===== config.mk =====
export PLATFORM = sky130hd
export DESIGN_NAME = alpha_over_composite_window_core
export DESIGN_NICKNAME = d
export VERILOG_FILES = /design/src/design/aoc_pkg.sv /design/src/design/alpha_over_composite_window_core.sv /design/src/design/aoc_mac.sv /design/src/design/aoc_position.sv
export SDC_FILE = /design/constraint.sdc
export NUM_CORES = 1
export LEC_CHECK = 0
export BUFFER_PORTS_ARGS = -buffer_cell sky130_fd_sc_hd__buf_4
export CAP_MARGIN = 5
export CORE_ASPECT_RATIO = 0.8
export CORE_MARGIN = 2
export CORE_UTILIZATION = 50
export CTS_CLUSTER_DIAMETER = 80
export DETAILED_ROUTE_END_ITERATION = 12
export PLACE_DENSITY = 0.73
export SETUP_SLACK_MARGIN = 0.15
export SYNTH_ARGS = -nofsm -noshare
export SYNTH_HDL_FRONTEND = slang
export SYNTH_SLANG_ARGS = --single-unit

===== constraint.sdc =====
create_clock -name i_clk -period 13.9 [get_ports i_clk]
set_input_delay 2.78 -clock i_clk [delete_from_list [all_inputs] [get_ports i_clk]]
set_output_delay 2.78 -clock i_clk [all_outputs]
set_load 0.02 [all_outputs]

===== src/design/aoc_pkg.sv =====
// Shared types and constants of the alpha-over composite window block.
package aoc_pkg;

    // Configuration register width and index width.
    localparam int CFG_W     = 13;
    localparam int CFG_IDX_W = 3;

    // Register indexes of the configuration port.
    localparam logic [CFG_IDX_W-1:0] CFG_OFFSET_X      = 3'd0;
    localparam logic [CFG_IDX_W-1:0] CFG_OFFSET_Y      = 3'd1;
    localparam logic [CFG_IDX_W-1:0] CFG_BOTTOM_WIDTH  = 3'd2;
    localparam logic [CFG_IDX_W-1:0] CFG_BOTTOM_HEIGHT = 3'd3;
    localparam logic [CFG_IDX_W-1:0] CFG_TOP_WIDTH     = 3'd4;
    localparam logic [CFG_IDX_W-1:0] CFG_TOP_HEIGHT    = 3'd5;

    // Shared multiplier operand and product widths.
    localparam int MUL_A_W = 24;
    localparam int MUL_B_W = 26;
    localparam int MUL_P_W = MUL_A_W + MUL_B_W;

    // Reciprocal of 65025 scaled by 2^41 and rounded up. For numerators
    // below 2^24 the top bits of the product give the exact floor quotient.
    localparam logic [MUL_B_W-1:0] RECIP_65025 = 26'd33818121;
    localparam int                 RECIP_SHIFT = 41;

    // Input transaction payload.
    typedef struct packed {
        logic [7:0] back_red;
        logic [7:0] back_green;
        logic [7:0] back_blue;
        logic [7:0] back_alpha;
        logic [7:0] fore_red;
        logic [7:0] fore_green;
        logic [7:0] fore_blue;
        logic [7:0] fore_alpha;
    } t_in_pix;

    // Output transaction payload.
    typedef struct packed {
        logic [7:0] out_red;
        logic [7:0] out_green;
        logic [7:0] out_blue;
        logic [7:0] out_alpha;
        logic       fore_used;
        logic       frame_end;
    } t_out_pix;

    // Configuration register file contents.
    typedef struct packed {
        logic [CFG_W-1:0] offset_x;
        logic [CFG_W-1:0] offset_y;
        logic [CFG_W-1:0] bottom_width;
        logic [CFG_W-1:0] bottom_height;
        logic [CFG_W-1:0] top_width;
        logic [CFG_W-1:0] top_height;
    } t_cfg;

    // Position status of the current pixel.
    typedef struct packed {
        logic in_win;
        logic frame_end;
    } t_pos;

    // Multiply-accumulate operation codes.
    typedef enum logic [0:0] {
        MAC_LOAD = 1'b0,
        MAC_ACC  = 1'b1
    } t_mac_op;

    typedef struct packed {
        logic    en;
        t_mac_op op;
    } t_mac_ctl;

    // Sequencer states.
    typedef enum logic [5:0] {
        S_IDLE = 6'b000001,
        S_PB   = 6'b000010,
        S_MA   = 6'b000100,
        S_MB   = 6'b001000,
        S_MR   = 6'b010000,
        S_FIN  = 6'b100000
    } t_state;

endpackage


===== src/design/alpha_over_composite_window_core.sv =====
// Top level of the alpha-over composite window block.
//
// Background pixels enter in raster order on the input channel
// (i_in_valid, o_in_ready, i_in_data), each with the foreground pixel of the
// same position. Results leave on the output channel (o_out_valid,
// i_out_ready, o_out_data), one per input transaction, in order.
// A pixel inside the foreground window steps from acceptance through S_PB,
// then S_MA, S_MB and S_MR for each color channel, to S_FIN; a pixel
// outside the window goes straight to S_FIN. The next pixel is taken only
// once the block is back in S_IDLE. The sequence is set by the
// single shared multiplier: one product for the background alpha weight,
// then three per color channel (two weighted terms and a reciprocal divide).
// Alpha comes from a shift-and-add divide by 255.
// The result sits in an output register, so the next input is accepted
// while it waits; a stalled receiver holds the block only at the final step.
// Reset clears the position counters, the sequencer and the output valid,
// and loads the configuration registers with their reset values.
// The configuration port writes one register per cycle with i_cfg_we.
module alpha_over_composite_window_core
    import aoc_pkg::*;
#(
    parameter int MAX_DIM = 4096
)
(
    input  logic                 i_clk,
    input  logic                 i_rst_n,
    input  logic                 i_cfg_we,
    input  logic [CFG_IDX_W-1:0] i_cfg_idx,
    input  logic [CFG_W-1:0]     i_cfg_data,
    input  logic                 i_in_valid,
    output logic                 o_in_ready,
    input  t_in_pix              i_in_data,
    output logic                 o_out_valid,
    input  logic                 i_out_ready,
    output t_out_pix             o_out_data
);

    t_cfg               r_cfg;
    t_state             r_state;
    t_state             n_state;
    logic [1:0]         r_ch;
    t_in_pix            r_in;
    logic               r_inside;
    logic               r_fend;
    logic [15:0]        r_pb;
    logic [7:0]         r_res [2];
    t_out_pix           r_out;
    logic               r_out_valid;

    t_pos               w_pos;
    t_mac_ctl           w_mac_ctl;
    logic [MUL_A_W-1:0] w_mac_a;
    logic [MUL_B_W-1:0] w_mac_b;
    logic [MUL_P_W-1:0] w_acc;
    logic               w_in_fire;
    logic               w_out_free;
    logic [15:0]        w_pa;
    logic [15:0]        w_xa;
    logic [15:0]        w_alpha_sum;
    logic [7:0]         w_alpha;
    logic [7:0]         w_quot;
    logic [7:0]         w_tc;
    logic [7:0]         w_bc;

    assign o_in_ready = (r_state == S_IDLE);
    assign w_in_fire  = i_in_valid && o_in_ready;
    assign w_out_free = !r_out_valid || i_out_ready;

    // Configuration registers.
    always_ff @(posedge i_clk) begin
        if (!i_rst_n) begin
            r_cfg.offset_x      <= '0;
            r_cfg.offset_y      <= '0;
            r_cfg.bottom_width  <= CFG_W'(1);
            r_cfg.bottom_height <= CFG_W'(1);
            r_cfg.top_width     <= '0;
            r_cfg.top_height    <= '0;
        end else if (i_cfg_we) begin
            case (i_cfg_idx)
                CFG_OFFSET_X:      r_cfg.offset_x      <= i_cfg_data;
                CFG_OFFSET_Y:      r_cfg.offset_y      <= i_cfg_data;
                CFG_BOTTOM_WIDTH:  r_cfg.bottom_width  <= i_cfg_data;
                CFG_BOTTOM_HEIGHT: r_cfg.bottom_height <= i_cfg_data;
                CFG_TOP_WIDTH:     r_cfg.top_width     <= i_cfg_data;
                CFG_TOP_HEIGHT:    r_cfg.top_height    <= i_cfg_data;
                default: ;
            endcase
        end
    end

    // Pixel position, advanced once per accepted transaction.
    aoc_position #(
        .MAX_DIM (MAX_DIM)
    ) u_position (
        .i_clk   (i_clk),
        .i_rst_n (i_rst_n),
        .i_cfg   (r_cfg),
        .i_step  (w_in_fire),
        .o_pos   (w_pos)
    );

    // Channel operands for the current color step.
    always_comb begin
        case (r_ch)
            2'd0: begin
                w_tc = r_in.fore_red;
                w_bc = r_in.back_red;
            end
            2'd1: begin
                w_tc = r_in.fore_green;
                w_bc = r_in.back_green;
            end
            default: begin
                w_tc = r_in.fore_blue;
                w_bc = r_in.back_blue;
            end
        endcase
    end

    // Foreground weight ta*255 by shift and subtract.
    assign w_pa = {r_in.fore_alpha, 8'd0} - 16'(r_in.fore_alpha);

    // Operand selection for the shared multiplier.
    always_comb begin
        w_mac_ctl.en = 1'b0;
        w_mac_ctl.op = MAC_LOAD;
        w_mac_a      = '0;
        w_mac_b      = '0;
        case (r_state)
            S_PB: begin
                w_mac_ctl.en = 1'b1;
                w_mac_a      = MUL_A_W'(r_in.back_alpha);
                w_mac_b      = MUL_B_W'(8'd255 - r_in.fore_alpha);
            end
            S_MA: begin
                w_mac_ctl.en = 1'b1;
                w_mac_a      = MUL_A_W'(w_pa);
                w_mac_b      = MUL_B_W'(w_tc);
            end
            S_MB: begin
                w_mac_ctl.en = 1'b1;
                w_mac_ctl.op = MAC_ACC;
                w_mac_a      = MUL_A_W'(r_pb);
                w_mac_b      = MUL_B_W'(w_bc);
            end
            S_MR: begin
                w_mac_ctl.en = 1'b1;
                w_mac_a      = w_acc[MUL_A_W-1:0];
                w_mac_b      = RECIP_65025;
            end
            default: ;
        endcase
    end

    aoc_mac u_mac (
        .i_clk (i_clk),
        .i_ctl (w_mac_ctl),
        .i_a   (w_mac_a),
        .i_b   (w_mac_b),
        .o_acc (w_acc)
    );

    // Quotient of the last reciprocal product.
    assign w_quot = w_acc[RECIP_SHIFT +: 8];

    // Alpha: floor(x / 255) as (x + 1 + x / 256) / 256, exact for x <= 65025.
    assign w_xa        = w_pa + r_pb;
    assign w_alpha_sum = w_xa + 16'd1 + 16'(w_xa[15:8]);
    assign w_alpha     = w_alpha_sum[15:8];

    // Sequencer next state.
    always_comb begin
        n_state = r_state;
        case (r_state)
            S_IDLE: if (w_in_fire) n_state = w_pos.in_win ? S_PB : S_FIN;
            S_PB:   n_state = S_MA;
            S_MA:   n_state = S_MB;
            S_MB:   n_state = S_MR;
            S_MR:   n_state = (r_ch == 2'd2) ? S_FIN : S_MA;
            S_FIN:  if (w_out_free) n_state = S_IDLE;
            default: n_state = S_IDLE;
        endcase
    end

    always_ff @(posedge i_clk) begin
        if (!i_rst_n) begin
            r_state <= S_IDLE;
            r_ch    <= '0;
        end else begin
            r_state <= n_state;
            if (r_state == S_PB) begin
                r_ch <= '0;
            end else if (r_state == S_MR) begin
                r_ch <= r_ch + 2'd1;
            end
        end
    end

    // Captured pixel, window flags and intermediate results.
    always_ff @(posedge i_clk) begin
        if (w_in_fire) begin
            r_in     <= i_in_data;
            r_inside <= w_pos.in_win;
            r_fend   <= w_pos.frame_end;
        end
        if (r_state == S_MA) begin
            if (r_ch == 2'd0) begin
                r_pb <= w_acc[15:0];
            end else begin
                r_res[r_ch[1]] <= w_quot;
            end
        end
    end

    // Output register, loaded at the final step once the receiver is free.
    always_ff @(posedge i_clk) begin
        if (!i_rst_n) begin
            r_out_valid <= 1'b0;
        end else if (r_state == S_FIN && w_out_free) begin
            r_out_valid <= 1'b1;
        end else if (i_out_ready) begin
            r_out_valid <= 1'b0;
        end
    end

    always_ff @(posedge i_clk) begin
        if (r_state == S_FIN && w_out_free) begin
            r_out.fore_used <= r_inside;
            r_out.frame_end <= r_fend;
            if (r_inside) begin
                r_out.out_red   <= r_res[0];
                r_out.out_green <= r_res[1];
                r_out.out_blue  <= w_quot;
                r_out.out_alpha <= w_alpha;
            end else begin
                r_out.out_red   <= r_in.back_red;
                r_out.out_green <= r_in.back_green;
                r_out.out_blue  <= r_in.back_blue;
                r_out.out_alpha <= r_in.back_alpha;
            end
        end
    end

    assign o_out_valid = r_out_valid;
    assign o_out_data  = r_out;

    // A new result is only ever loaded from the final sequencer step.
    a_out_from_fin: assert property (@(posedge i_clk) disable iff (!i_rst_n)
        $rose(o_out_valid) |-> $past(r_state == S_FIN))
        else $error("output became valid outside the final step");

    // Reciprocal products of a blended pixel never overflow the quotient.
    a_quot_range: assert property (@(posedge i_clk) disable iff (!i_rst_n)
        ((r_state == S_MA && r_ch != 2'd0) || (r_state == S_FIN && r_inside))
        |-> (w_acc[MUL_P_W-1] == 1'b0))
        else $error("reciprocal product exceeds quotient range");

    // A pixel outside the window goes straight to the final step.
    a_pass_direct: assert property (@(posedge i_clk) disable iff (!i_rst_n)
        (w_in_fire && !w_pos.in_win) |=> (r_state == S_FIN))
        else $error("pass-through pixel entered the blend sequence");

endmodule


===== src/design/aoc_mac.sv =====
// Shared multiply-accumulate unit with a registered result.
module aoc_mac
    import aoc_pkg::*;
(
    input  logic               i_clk,
    input  t_mac_ctl           i_ctl,
    input  logic [MUL_A_W-1:0] i_a,
    input  logic [MUL_B_W-1:0] i_b,
    output logic [MUL_P_W-1:0] o_acc
);

    logic [MUL_P_W-1:0] r_acc;
    logic [MUL_P_W-1:0] n_acc;
    logic [MUL_P_W-1:0] w_prod;

    // One product per cycle while enabled, either loaded or added to the running sum.
    assign w_prod = MUL_P_W'(i_a) * MUL_P_W'(i_b);

    always_comb begin
        n_acc = r_acc;
        if (i_ctl.en) begin
            case (i_ctl.op)
                MAC_LOAD: n_acc = w_prod;
                MAC_ACC:  n_acc = r_acc + w_prod;
                default:  n_acc = w_prod;
            endcase
        end
    end

    always_ff @(posedge i_clk) begin
        r_acc <= n_acc;
    end

    assign o_acc = r_acc;

endmodule


===== src/design/aoc_position.sv =====
// Raster column and row counters with the foreground window test.
module aoc_position
    import aoc_pkg::*;
#(
    parameter int MAX_DIM = 4096
)
(
    input  logic i_clk,
    input  logic i_rst_n,
    input  t_cfg i_cfg,
    input  logic i_step,
    output t_pos o_pos
);

    localparam int CW = $clog2(MAX_DIM);
    localparam int WW = (CW + 1 > CFG_W + 1) ? CW + 1 : CFG_W + 1;

    logic [CW-1:0] r_col;
    logic [CW-1:0] r_row;
    logic [CW-1:0] n_col;
    logic [CW-1:0] n_row;
    logic [WW-1:0] w_width;
    logic [WW-1:0] w_height;
    logic [WW-1:0] w_col;
    logic [WW-1:0] w_row;
    logic          w_last_col;
    logic          w_last_row;
    logic          w_in_x;
    logic          w_in_y;

    // Clamp a frame dimension to the range one to MAX_DIM.
    function automatic logic [WW-1:0] clamp_dim(input logic [CFG_W-1:0] v);
        logic [WW-1:0] ext;
        ext = WW'(v);
        if (ext == '0) begin
            return WW'(1);
        end else if (ext > WW'(MAX_DIM)) begin
            return WW'(MAX_DIM);
        end
        return ext;
    endfunction

    assign w_width  = clamp_dim(i_cfg.bottom_width);
    assign w_height = clamp_dim(i_cfg.bottom_height);
    assign w_col    = WW'(r_col);
    assign w_row    = WW'(r_row);

    // Window test against the current position.
    assign w_in_x = (w_col >= WW'(i_cfg.offset_x)) &&
                    (w_col < WW'(i_cfg.offset_x) + WW'(i_cfg.top_width));
    assign w_in_y = (w_row >= WW'(i_cfg.offset_y)) &&
                    (w_row < WW'(i_cfg.offset_y) + WW'(i_cfg.top_height));

    // A counter at or past the last position ends its line or frame.
    assign w_last_col = (w_col + WW'(1)) >= w_width;
    assign w_last_row = (w_row + WW'(1)) >= w_height;

    assign o_pos.in_win    = w_in_x && w_in_y;
    assign o_pos.frame_end = w_last_col && w_last_row;

    // Next position after one pixel.
    always_comb begin
        n_col = r_col;
        n_row = r_row;
        if (i_step) begin
            if (w_last_col) begin
                n_col = '0;
                n_row = w_last_row ? '0 : r_row + CW'(1);
            end else begin
                n_col = r_col + CW'(1);
            end
        end
    end

    always_ff @(posedge i_clk) begin
        if (!i_rst_n) begin
            r_col <= '0;
            r_row <= '0;
        end else begin
            r_col <= n_col;
            r_row <= n_row;
        end
    end

endmodule


==> flow_summary_export.csv <==
group,metric,value,unit
run_status,run_status,"complete, no violations",
setup_path,worstRegToRegCells,40,
setup_path,start_kind,"register",
global_routing,grt_pass1_wl,123.8,mm
global_routing,grt_usage,0.2677,
setup_path,cpMostUsedCell,"inv_1",
logic_synthesis,synth_cells,3075,
routing,dr.pass1.iters,6,
logic_synthesis,synth_top_cell_by_area,"edfxtp_1",
routing,final_antenna_net_count,0,
timing,setup-tns-final,0,ns
clock_tree,cts_resized,0,
floorplanning,start_util,0.5058,
layout,multiInputGateArea,0.01939,mm²
timing,worstMarginPinSlew,1.233,ns
routing,vias,22540,
job,cap_violations,0,
layout,synthToLayoutAreaGrowth,10.42,%
floorplanning,die_height,218.2,µm
floorplanning,die_x,271.8,µm
clock_tree,clock_latency,0.56,ns
placement,dp_hpwl,63.01,mm
placement,place_inst,3930,
layout,regArea,0.007657,mm²
hold_path,hold_path_class,"register to register",
hold_path,holdPathEnd,"o_out_data[0]$_DFFE_PP_",
timing,post-route-min-period,11.79,ns
timing,rsz0062_at_grt,"false",
clock_tree,clock_path_buffers,3,
setup_path,reg2reg_to,"u_mac.o_acc[47]$_DFFE_PP_",
layout,drive_gt1_frac,0.08326,
timing,hold_viol,0,
floorplanning,row_count,78,
logic_synthesis,synth-seq-area-share,0.2670,
global_routing,antenna_found_initial,2,
logic_synthesis,syn_area_per_cell,9.328,µm²
power_and_ir_drop,cellPowerDensity,104.1,mW/mm²
logic_synthesis,netlist.area_leader.share,0.1895,
routing,post_drt_via_cell_ratio,5.645,
logic_synthesis,synth.top_cells.by_area,"edfxtp_1 (19%), ha_1 (18%), fa_1 (14%)",
layout,stdcell_area,0.03167,mm²
placement,placed_area,0.03052,mm²
setup_path,crit_path_end_kind,"register",
setup_path,worstPathArrival,12.09,ns
timing,finalClockSkew,0.04235,ns
placement,portBuffers,120,
setup_path,critPathKind,"register to register",
timing,period_share,0.8480,
layout,stdcell_count,3992,
routing,drt_first_iter_violations,1992,
routing,drc,0,
setup_path,worst_path_largest_cell_delay,0.85,ns
routing,wl,78.36,mm
floorplanning,dieArea,0.05931,mm²
routing,avgRoutedWirePerCell,19.63,µm
clock_tree,ctsHoldBuffers,0,
placement,gp_congestion,1.002,
logic_synthesis,synth_seq_cells,292,
layout,fillers,5039,
power_and_ir_drop,peakVddDrop,98.84,µV
hold_path,hold_start,"r_fend$_DFFE_PP_",
global_routing,grt_max_degree,101,
timing,setup_viol,0,
hold_path,holdPathStages,0,
clock_tree,post_cts_buffers,0,
floorplanning,core_region_area,0.05670,mm²
setup_path,crit_fanout,20,
logic_synthesis,synthArstFlopShare,0,
global_routing,overflow,0,
logic_synthesis,synthFlopType,"edfxtp_1",
clock_tree,h-tree-depth,2,
power_and_ir_drop,power.leakage,0.01487,µW
clock_tree,clkSinkCount,292,
timing,slew_viol_final,0,
setup_path,critical_path_required,14.21,ns
layout,final_net_count,3901,
logic_synthesis,synth-edff-count,181,
clock_tree,cts_tree,"done",
power_and_ir_drop,finalPower,3297,µW
clock_tree,numCtsBuffers,34,
timing,clock.fmax,84.84,MHz
logic_synthesis,syn_area,0.02868,mm²
setup_path,reg2reg_from,"r_ch[1]$_SDFFE_PP0N_",
logic_synthesis,ys_warn_count,0,
global_routing,grt_pass1_vias,22000,
logic_synthesis,synth_cell_types,82,
timing,maxSlewHeadroom,0.1749,
floorplanning,ios,121,
setup_path,critPathSlowestCell,"nor2_1",
clock_tree,clk_pin_slew_worst_paths,0.07,ns
clock_tree,root_buffer,"clkbuf_16",
setup_path,r2r_slack,2.11,ns
[power breakdown]
part	internal [µW]	total [µW]	switching, µW
Clock	528	926	398
Sequential	977	1010	31.1
Combinational	537	1360	826
Total	2040	3300	1250
[logic make-up (layout without fill, tap and decap cells)]
group / after synthesis / count (layout) / share of synthesized area
xor gates and xnor gates: 149 / 149 / 0.04550
AOI/OAI and AO/OA: 677 / 677 / 0.1615
buffers and inverters: 488 / 598 / 0.06412
other: 2 / 49 / 0.0002618
DFF: 292 / 292 / 0.2670
and+or+nand+nor: 824 / 824 / 0.1297
adders and majority gates: 610 / 610 / 0.3190
muxes: 33 / 33 / 0.01296
[per-layer routing]
layer / GRT usage / vias to the layer above / routed length (µm)
li1: - / 10820 / -
met4: 0.08205 / 0 / 2446
met2: 0.4025 / 871 / 32850
met5: 0 / - / 0
met1: 0.3818 / 10710 / 35890
met3: 0.06241 / 133 / 7170
[synthesized netlist by cell type, types with 11 or more instances]
library cell	n
a21o_1	89
a21oi_1	146
nand3_1	47
or2_2	11
nand4_1	20
mux2_2	33
o21a_1	21
fa_1	202
clkbuf_1	76
nor3_1	28
a22o_1	21
a21boi_0	89
and3_1	24
a22oi_1	12
a221oi_1	11
and2_1	26
inv_1	401
xor2_1	56
nand3b_1	13
dfxtp_1	111
xnor2_1	93
nor4_1	12
nand2b_1	23
o21bai_1	14
ha_1	408
a211oi_1	13
a31oi_1	16
edfxtp_1	181
o21ai_1	17
nand2_1	388
nor2b_1	33
o21ai_0	122
nor2_1	171
[state kept, by name, indices dropped and copies added, names as in the netlist]
register and count:
r_res 16, r_ch 2, r_in 64, u_position.r_col 12, u_mac.o_acc 49, o_out_data 34, r_inside 1, r_cfg 78
o_out_valid 1, r_pb 16, r_fend 1, u_position.r_row 12, r_state 6
[worst max-delay path by stage]
stage / cells after the start / startpoint / slack, ns / endpoint
after floorplan: 38 / r_in[3]$_DFFE_PP_ / 4.14 / u_mac.o_acc[47]$_DFFE_PP_
after global placement: 38 / r_ch[1]$_SDFFE_PP0N_ / 2.77 / u_mac.o_acc[47]$_DFFE_PP_
after detailed placement: 38 / r_ch[1]$_SDFFE_PP0N_ / 2.40 / u_mac.o_acc[47]$_DFFE_PP_
after CTS: 40 / r_ch[1]$_SDFFE_PP0N_ / 2.35 / u_mac.o_acc[47]$_DFFE_PP_
after global routing: 40 / r_ch[1]$_SDFFE_PP0N_ / 1.52 / u_mac.o_acc[47]$_DFFE_PP_
final: 40 / r_ch[1]$_SDFFE_PP0N_ / 2.11 / u_mac.o_acc[47]$_DFFE_PP_
[critical path: cells and delay by family (launching register included)]
family	cells	cell delay, ns
xor gates and xnor gates	2	0.41
AOI/OAI and AO/OA	12	3.01
adders and majority gates	10	4.72
DFF	1	0.34
buffers and inverters	7	0.42
and+or+nand+nor	8	2.39
muxes	1	0.27
[area by class of cell]
cell class                      instances  area share
Clock inverter                         15    0.005057
Inverter                              402     0.04765
Sequential cell                       292      0.2418
Tap cell                              760     0.03003
Antenna cell                            1  0.00007901
Multi-Input combinational cell       2341      0.6122
Clock buffer                           46     0.03121
Timing Repair Buffer                  135     0.03200
[stage by stage]
stage	worst slack (ns)	utilization	hold slack [ns]
2_1_floorplan	4.144	-	0.4003
3_3_place_gp	2.766	0.5382	0.4123
3_5_place_dp	2.400	0.5382	0.4146
4_1_cts	2.348	0.5585	0.4292
5_1_grt	1.522	0.5585	0.4511
6_report	2.113	0.5585	0.4366
[placed cells by master, fill, tap and decap left out, types with 93 or more instances in the layout]
cell,netlist,layout
fa_1,202,202
nand2_1,388,388
xnor2_1,93,93
inv_1,401,400
dfxtp_1,111,111
buf_4,0,135
o21ai_0,122,122
nor2_1,171,171
edfxtp_1,181,181
a21oi_1,146,146
ha_1,408,408
Power figures use the tool's default switching activity.
